### src/rtl/nrr_pkg.sv
// Shared constants and types for the Newton-Raphson reciprocal unit.
`timescale 1ns / 1ps
`default_nettype none

package nrr_pkg;

  // Data widths: one machine word and a full double-word product.
  localparam int unsigned WORD_W = 64;
  localparam int unsigned HALF_W = WORD_W / 2;
  localparam int unsigned PROD_W = 2 * WORD_W;

  // Default configuration of the unit.
  localparam int unsigned ITERATIONS_DEF = 6;
  localparam int unsigned FRAC_BITS_DEF  = 60;

  // Cycles taken by one refinement step.
  localparam int unsigned STEP_LAT = 6;

  // 1.0 in Q1.63 and its right-shift for the correction product.
  localparam logic [WORD_W-1:0] ONE_Q63   = 64'h8000_0000_0000_0000;
  localparam int unsigned       Q63_SHIFT = 63;

  // Seeds in Q1.63, rounded to nearest.
  localparam logic [WORD_W-1:0] SEED_HALF = 64'h4000_0000_0000_0000;
  localparam logic [WORD_W-1:0] SEED_03   = 64'd2767011611056432742;
  localparam logic [WORD_W-1:0] SEED_02   = 64'd1844674407370955162;
  localparam logic [WORD_W-1:0] SEED_01   = 64'd922337203685477581;

  typedef logic [WORD_W-1:0] word_t;
  typedef logic [PROD_W-1:0] prod_t;

endpackage : nrr_pkg

`default_nettype wire

### src/rtl/nrr_seed.sv
// Seed selection stage: picks the starting estimate from four segments of x.
`timescale 1ns / 1ps
`default_nettype none

module nrr_seed #(
  parameter int unsigned FRAC_BITS = nrr_pkg::FRAC_BITS_DEF
) (
  input  wire logic           clk_i,
  input  wire logic           rst_ni,
  input  wire logic           en_i,
  input  wire logic           valid_i,
  input  wire nrr_pkg::word_t x_i,
  output logic                valid_o,
  output nrr_pkg::word_t      x_o,
  output nrr_pkg::word_t      r_o
);

  localparam int unsigned W = nrr_pkg::WORD_W;

  // Segment bounds in the format of x; 3.3 is rounded to nearest.
  localparam logic [W-1:0] TWO_X  = W'(2) << FRAC_BITS;
  localparam logic [W-1:0] FIVE_X = W'(5) << FRAC_BITS;
  localparam logic [W-1:0] UNIT3  = W'(3) << FRAC_BITS;
  localparam logic [W-1:0] THR33  = UNIT3 + (UNIT3 + W'(5)) / W'(10);

  logic         valid_q;
  logic [W-1:0] x_q, r_q, r_d;

  // Seed lookup by segment.
  always_comb begin
    priority if (x_i <= TWO_X) begin
      r_d = nrr_pkg::SEED_HALF;
    end else if (x_i < THR33) begin
      r_d = nrr_pkg::SEED_03;
    end else if (x_i <= FIVE_X) begin
      r_d = nrr_pkg::SEED_02;
    end else begin
      r_d = nrr_pkg::SEED_01;
    end
  end

  always_ff @(posedge clk_i or negedge rst_ni) begin
    if (!rst_ni) begin
      valid_q <= 1'b0;
    end else if (en_i) begin
      valid_q <= valid_i;
    end
  end

  always_ff @(posedge clk_i) begin
    if (en_i) begin
      x_q <= x_i;
      r_q <= r_d;
    end
  end

  assign valid_o = valid_q;
  assign x_o     = x_q;
  assign r_o     = r_q;

endmodule : nrr_seed

`default_nettype wire

### config.mk
export PLATFORM = sky130hd
export DESIGN_NAME = nrr_seed
export DESIGN_NICKNAME = d
export VERILOG_FILES = /design/src/rtl/nrr_pkg.sv /design/src/rtl/nrr_seed.sv
export SDC_FILE = /design/constraint.sdc
export NUM_CORES = 1
export LEC_CHECK = 0
export BUFFER_PORTS_ARGS = -buffer_cell sky130_fd_sc_hd__buf_4
export CORE_MARGIN = 3
export CORE_UTILIZATION = 30
export CTS_CLUSTER_DIAMETER = 40
export DETAILED_ROUTE_END_ITERATION = 7
export GPL_TIMING_DRIVEN = 0
export SLEW_MARGIN = 15
export SYNTH_ARGS = -nofsm -noshare
export SYNTH_HDL_FRONTEND = slang
export SYNTH_SLANG_ARGS = --single-unit
### constraint.sdc
create_clock -name clk_i -period 0.9 [get_ports clk_i]
set_input_delay 0.135 -clock clk_i [delete_from_list [all_inputs] [get_ports clk_i]]
set_output_delay 0.135 -clock clk_i [all_outputs]
set_load 0.01 [all_outputs]
==> results of run 1 <==
-- cell families (layout without fill, tap and decap cells) --
group                  count (synthesis)  after routing
flip-flops                            72             72
AND/OR/NAND/NOR                       54             54
other                                  1              1
AO/OA/AOI/OAI                         21             21
buffers and inverters                 59            345
multiplexers                           1              1
-- state kept, by name (all words and copies together), names as in the netlist --
signal,count
valid_o,1
r_o,7
x_o,64
-- worst paths after layout --
path	end	slack, ns	depth (start not counted)
max	r_o[1]$_SDFFCE_PP0P_	-0.56	7
min	x_o[11]$_DFFE_PP_	0.04	1
max reg2reg	valid_o$_DFFE_PN0P_	0.13	1
min reg2reg	valid_o$_DFFE_PN0P_	0.55	1
max in group asynchronous	valid_o$_DFFE_PN0P_	0.73	2
min in group asynchronous	valid_o$_DFFE_PN0P_	0.09	2
-- cell type report --
type / instances / area (um2)
Fill cell: 699 / 3320
Sequential cell: 72 / 2160
Tap cell: 133 / 166
Buffer: 57 / 638
Clock inverter: 6 / 83.8
Inverter: 2 / 7.51
Timing Repair Buffer: 270 / 2760
Clock buffer: 10 / 128
Multi-Input combinational cell: 77 / 658
-- cell usage after synthesis, types with 2 or more instances --
master | instances | share of area
and2_1 | 2 | 0.0040
nor3_1 | 3 | 0.0048
nor4_1 | 12 | 0.024
inv_1 | 2 | 0.0024
o21ai_0 | 4 | 0.0065
nand4_1 | 7 | 0.014
nor4_2 | 3 | 0.012
a21oi_1 | 4 | 0.0065
edfxtp_1 | 71 | 0.69
nand2_1 | 6 | 0.0073
buf_4 | 57 | 0.14
nand3_1 | 4 | 0.0065
o211ai_1 | 4 | 0.0097
nor2_1 | 12 | 0.015
-- metal layers --
layer	wire length, um	global-route usage
met5	0	0
met4	125	0.0496
met3	1030	0.0762
met2	5020	0.281
met1	3680	0.183
-- power by group --
group | leakage [nW] | internal (mW) | switching, mW
Combinational | 1.97 | 1.75 | 0.996
Sequential | 0.706 | 3.99 | 0.129
Clock | 0.0999 | 1.55 | 1.21
Total | 2.77 | 7.28 | 2.34
-- per-stage QoR --
stage / std cells / total power [mW] / area (um2) / TNS [ns] / hold slack [ns]
after global routing: 627 / 10.0 / 6590 / -42.01 / 0.0168
after floorplan: 208 / 5.02 / 3370 / -14.05 / -0.161
after CTS: 621 / 9.58 / 6430 / -36.55 / -0.0423
after detailed placement: 536 / 6.22 / 5000 / -51.29 / -0.0884
after global placement: 536 / 6.20 / 5000 / -48.72 / -0.0893
final: 627 / 9.62 / 6590 / -34.35 / 0.0411
-- timing repair --
item | in CTS | in global routing
hold buffers | 60 | 4
gates resized for setup | 125 | 29
endpoints found under the hold margin | 61 | 4
pin swaps | 12 | 9
buffers inserted | 9 | 2
endpoints found under the setup margin | 136 | 135
==> impl_metrics.py, run 1 <==
metrics = {
    "status": {
        "status": "finished with violations",
        "violations": "setup timing",
    },
    "layout": {
        "finalNetCount": 557,
        "final_layout_size_suffix_gt1_frac": 0.611,
        "n_antenna_cell": 0,
        "mostFrequentLayoutCell": "buf_6",
        "utilization": 0.665,
        "areaGrowthSynthToFinish_pct": 113,
        "final_cell_mix": "186 x buf_6, 71 x edfxtp_1, 69 x buf_4",
    },
    "yosys": {
        "synth_edf_count": 71,
        "syn-num-nets": 276,
        "synth_compound_area_frac": 0.0529,
        "synth_area_um2": 3100,
        "synthCells": 208,
        "synth_top_family_by_area": "buffers and inverters",
        "ys_seq_area_frac": 0.696,
        "synth-simple-area-share": 0.106,
        "async_flop_share": 0.0139,
        "synth_ff_type": "edfxtp_1",
        "ys_ff_latch": 72,
        "syn_area_per_cell_um2": 14.9,
        "synth_mux_area_frac": 0.00363,
        "synth_cell_type_count": 31,
        "synth_xor_area_frac": 0,
        "synth-adder-area-share": 0,
        "yosys_warnings": 0,
    },
    "timing": {
        "fin_ws_ns": -0.564,
        "setup_violations": 135,
        "skew_ns": 0,
        "final_hold_viol_count": 0,
        "maxSlewViolCount": 0,
        "max_clock_freq_mhz": 683,
        "relSlewSlack": 0.557,
        "rsz0062_at_grt": "yes",
        "layout_worst_path_cycle_share": 1.63,
        "tightestPinTransition_ns": 0.665,
        "fin_crit_ns": 1.46,
    },
    "placement": {
        "dpl.hpwl_um": 6720,
        "io_buffers": 195,
        "gp_congestion": 0.746,
        "place_ws_ns": -1.08,
    },
    "drt": {
        "ant_nets": 0,
        "drt-initial-drc-count": 131,
        "routed_wl_um": 9860,
        "wl_per_cell_um": 15.7,
        "routed-via-count": 2702,
        "drt_first_pass_iters": 4,
        "drcViolationCount": 0,
        "via_per_inst": 4.31,
    },
    "clock_network": {
        "cts.reportedPaths.clkPinSlew_ns": 0.07,
        "cts_tree": "yes",
        "clock_path_buffers": 2,
        "clock_latency_ns": 0.34,
        "htree_num_levels": 3,
        "cts_inserted_buffers": 9,
        "cts.sinks": 72,
        "cts-root-buf": "clkbuf_8",
    },
    "run": {
        "drv_cap": 0,
    },
    "worst_setup_path": {
        "path_class": "primary input to flop",
        "arrival_ns": 1.56,
        "slowest_stage": "nor4_4",
        "reg2reg_from": "valid_o$_DFFE_PN0P_",
        "cpPeakStageDelay_ns": 0.37,
        "critPathTopFamily": "simple AND/OR/NAND/NOR gates",
        "path_cells": "buf_8, nor4_4, nand4_1, nor4_4, nand2b_1, a21boi_2, nor2_1",
        "critPathBufInv": 1,
        "end_kind": "flop",
        "start_kind": "primary input",
        "cp_common_cell": "nor4_4",
        "worstSetupStartpoint": "x_i[36]",
        "cp.required_ns": 1.00,
        "crit_fanout": 4,
    },
    "grt": {
        "overflow": 0,
        "grt_first_pass_wirelength_um": 14400,
        "grt_util_all_layers": 0.164,
        "grt_max_degree": 73,
        "antenna_found_initial": 0,
        "grt_pass1_vias": 2822,
    },
    "worst_hold_path": {
        "min_path_type": "primary input to flop",
        "hold_start": "x_i[11]",
    },
    "floorplanning": {
        "fp.dieArea_um2": 11600,
        "die_x_um": 108,
        "die_h_um": 108,
        "row_count": 36,
        "core_um2": 9910,
        "start_util": 0.313,
        "ioPinCount": 197,
    },
    "power": {
        "cellLeakagePower_nw": 2.77,
        "p_per_area_nw_per_um2": 1460,
        "ir_drop_uv": 981,
    },
}
No activity file was read; power rests on OpenSTA's default activity.
==> run 2, diff against run 1 <==
--- a/config.mk
+++ b/config.mk
@@ -8,9 +8,9 @@
 export BUFFER_PORTS_ARGS = -buffer_cell sky130_fd_sc_hd__buf_4
 export CORE_MARGIN = 3
 export CORE_UTILIZATION = 30
-export CTS_CLUSTER_DIAMETER = 40
 export DETAILED_ROUTE_END_ITERATION = 7
 export GPL_TIMING_DRIVEN = 0
+export RECOVER_POWER = 100
 export SLEW_MARGIN = 15
 export SYNTH_ARGS = -nofsm -noshare
 export SYNTH_HDL_FRONTEND = slang
==> impl_metrics.py, run 2 (synthesis results as in run 1) <==
metrics = {
    "power": {
        "p_sw_frac": 0.243,
        "total_power_mw": 9.62,
        "p_comb_frac": 0.285,
        "p_switching_mw": 2.34,
        "internal_power_mw": 7.28,
        "cellLeakagePower_nw": 2.77,
        "power_frac_seq": 0.428,
        "p_clk_frac": 0.287,
        "p_per_area_nw_per_um2": 1460,
        "ir_drop_uv": 981,
    },
    "worst_setup_path": {
        "worst_r2r_path_depth": 1,
        "critical_path_depth": 7,
        "cpPeakStageDelay_ns": 0.37,
        "slowest_stage": "nor4_4",
        "start_kind": "primary input",
        "rrSetupSlack_ns": 0.13,
        "worstReg2RegEnd": "valid_o$_DFFE_PN0P_",
        "critPathBufInv": 1,
        "path_class": "primary input to flop",
        "path_cells": "buf_8, nor4_4, nand4_1, nor4_4, nand2b_1, a21boi_2, nor2_1",
        "end_kind": "flop",
        "critPathTopFamily": "simple AND/OR/NAND/NOR gates",
        "crit_fanout": 4,
        "reg2reg_from": "valid_o$_DFFE_PN0P_",
        "arrival_ns": 1.56,
        "cp_common_cell": "nor4_4",
        "cp.required_ns": 1.00,
    },
    "floorplanning": {
        "core_um2": 9910,
        "row_count": 36,
        "ioPinCount": 197,
        "fp.dieArea_um2": 11600,
        "die_h_um": 108,
        "start_util": 0.313,
        "die_x_um": 108,
    },
    "grt": {
        "antenna_found_initial": 0,
        "grt_max_degree": 73,
        "grt_first_pass_wirelength_um": 14400,
        "grt_util_all_layers": 0.164,
        "overflow": 0,
        "grt_pass1_vias": 2822,
    },
    "drt": {
        "routed.top_layer": "met4",
        "wl_met1_um": 3680,
        "routed_wl_um": 9860,
        "met2WireLength_um": 5030,
        "routed-via-count": 2700,
        "drt-initial-drc-count": 128,
        "via_per_inst": 4.31,
        "ant_nets": 0,
        "dr_wl_met3_um": 1030,
        "drt_first_pass_iters": 4,
        "drcViolationCount": 0,
        "wl_per_cell_um": 15.7,
    },
    "placement": {
        "gp_congestion": 0.746,
        "place_inst": 536,
        "dpl.hpwl_um": 6720,
        "io_buffers": 195,
    },
    "timing": {
        "fin_crit_ns": 1.46,
        "maxSlewViolCount": 0,
        "fin_ws_ns": -0.564,
        "final_hold_viol_count": 0,
        "layout_worst_path_cycle_share": 1.63,
        "max_clock_freq_mhz": 683,
        "setup_violations": 135,
        "rsz0062_at_grt": "yes",
        "relSlewSlack": 0.558,
        "skew_ns": 0,
        "tightestPinTransition_ns": 0.663,
    },
    "clock_network": {
        "cts.reportedPaths.clkPinSlew_ns": 0.07,
        "cts_tree": "yes",
        "clock_latency_ns": 0.34,
        "clock_path_buffers": 2,
        "cts_inserted_buffers": 9,
        "htree_num_levels": 3,
        "cts.sinks": 72,
        "cts-root-buf": "clkbuf_8",
    },
    "layout": {
        "finalNonFillerCells": 627,
        "final_layout_size_suffix_gt1_frac": 0.609,
        "mostFrequentLayoutCell": "buf_6",
        "areaGrowthSynthToFinish_pct": 113,
        "finalNetCount": 557,
        "final_cell_mix": "186 x buf_6, 71 x edfxtp_1, 67 x buf_4",
        "largest_reg_flops": 64,
        "n_antenna_cell": 0,
    },
    "worst_hold_path": {
        "worstHoldEndpoint": "x_o[11]$_DFFE_PP_",
        "holdPathStages": 1,
        "hold_start": "x_i[11]",
        "min_path_type": "primary input to flop",
    },
    "run": {
        "drv_cap": 0,
    },
    "status": {
        "violations": "setup timing",
        "status": "finished with violations",
    },
}
==> run 2: cell count changes in the layout (fill, tap and decap cells not counted), sizes merged <==
cell | previous run | this run
buf | 263 | 261
clkbuf | 10 | 12
==> run 2: repair_timing <==
action,4_1_cts,5_1_grt
pin swaps,12,9
endpoints found under the setup margin,136,135
buffers inserted,9,2
endpoints found under the hold margin,61,4
hold buffers,60,4
resized for setup,125,29
==> run 2: power groups by stage <==
stage / Combinational (mW) / Clock, mW / Sequential (mW)
after floorplan: 0.660 / 0 / 4.36
after global placement: 1.98 / 0 / 4.21
after detailed placement: 1.99 / 0 / 4.23
after CTS: 2.67 / 2.80 / 4.10
after global routing: 2.90 / 3.00 / 4.15
final: 2.74 / 2.76 / 4.12
==> run 2: cell type report <==
| type | count | area, um2 |
|---|---|---|
| multi-input cells | 77 | 658 |
| clock inverters | 6 | 83.8 |
| repair buffers | 270 | 2750 |
| inverters | 2 | 7.51 |
| fillers | 699 | 3320 |
| well taps | 133 | 166 |
| flip-flops and latches | 72 | 2160 |
| plain buffers | 57 | 638 |
| clock buffers | 10 | 128 |
==> run 2: how the worst max path moves through the flow <==
stage / start / endpoint / slack [ns]
4_1_cts: x_i[28] / r_o[58]$_SDFFCE_PP0P_ / -0.52
5_1_grt: x_i[36] / r_o[61]$_SDFFCE_PP0P_ / -0.66
3_3_place_gp: x_i[11] / r_o[58]$_SDFFCE_PP0P_ / -1.12
6_report: x_i[36] / r_o[1]$_SDFFCE_PP0P_ / -0.56
3_5_place_dp: x_i[11] / r_o[58]$_SDFFCE_PP0P_ / -1.08
2_1_floorplan: x_i[48] / r_o[56]$_SDFFCE_PP0P_ / -0.56
==> run 2: per-layer routing <==
metal  vias up  global-route usage
met4         0              0.0496
met1      1254               0.183
met5         -                   0
met2       144               0.281
li1       1292                   -
met3        10              0.0762
==> run 2: through the flow <==
| stage | setup TNS [ns] | utilization | setup WS, ns | hold WS (ns) | instance area [um2] |
|---|---|---|---|---|---|
| 4_1_cts | -36.55 | 0.649 | -0.516 | -0.0423 | 6430 |
| 3_3_place_gp | -48.72 | 0.505 | -1.12 | -0.0893 | 5000 |
| 5_1_grt | -42.01 | 0.665 | -0.658 | 0.0168 | 6590 |
| 6_report | -34.36 | 0.665 | -0.564 | 0.0411 | 6590 |
| 3_5_place_dp | -51.29 | 0.505 | -1.08 | -0.0884 | 5000 |
| 2_1_floorplan | -14.05 | - | -0.557 | -0.161 | 3370 |
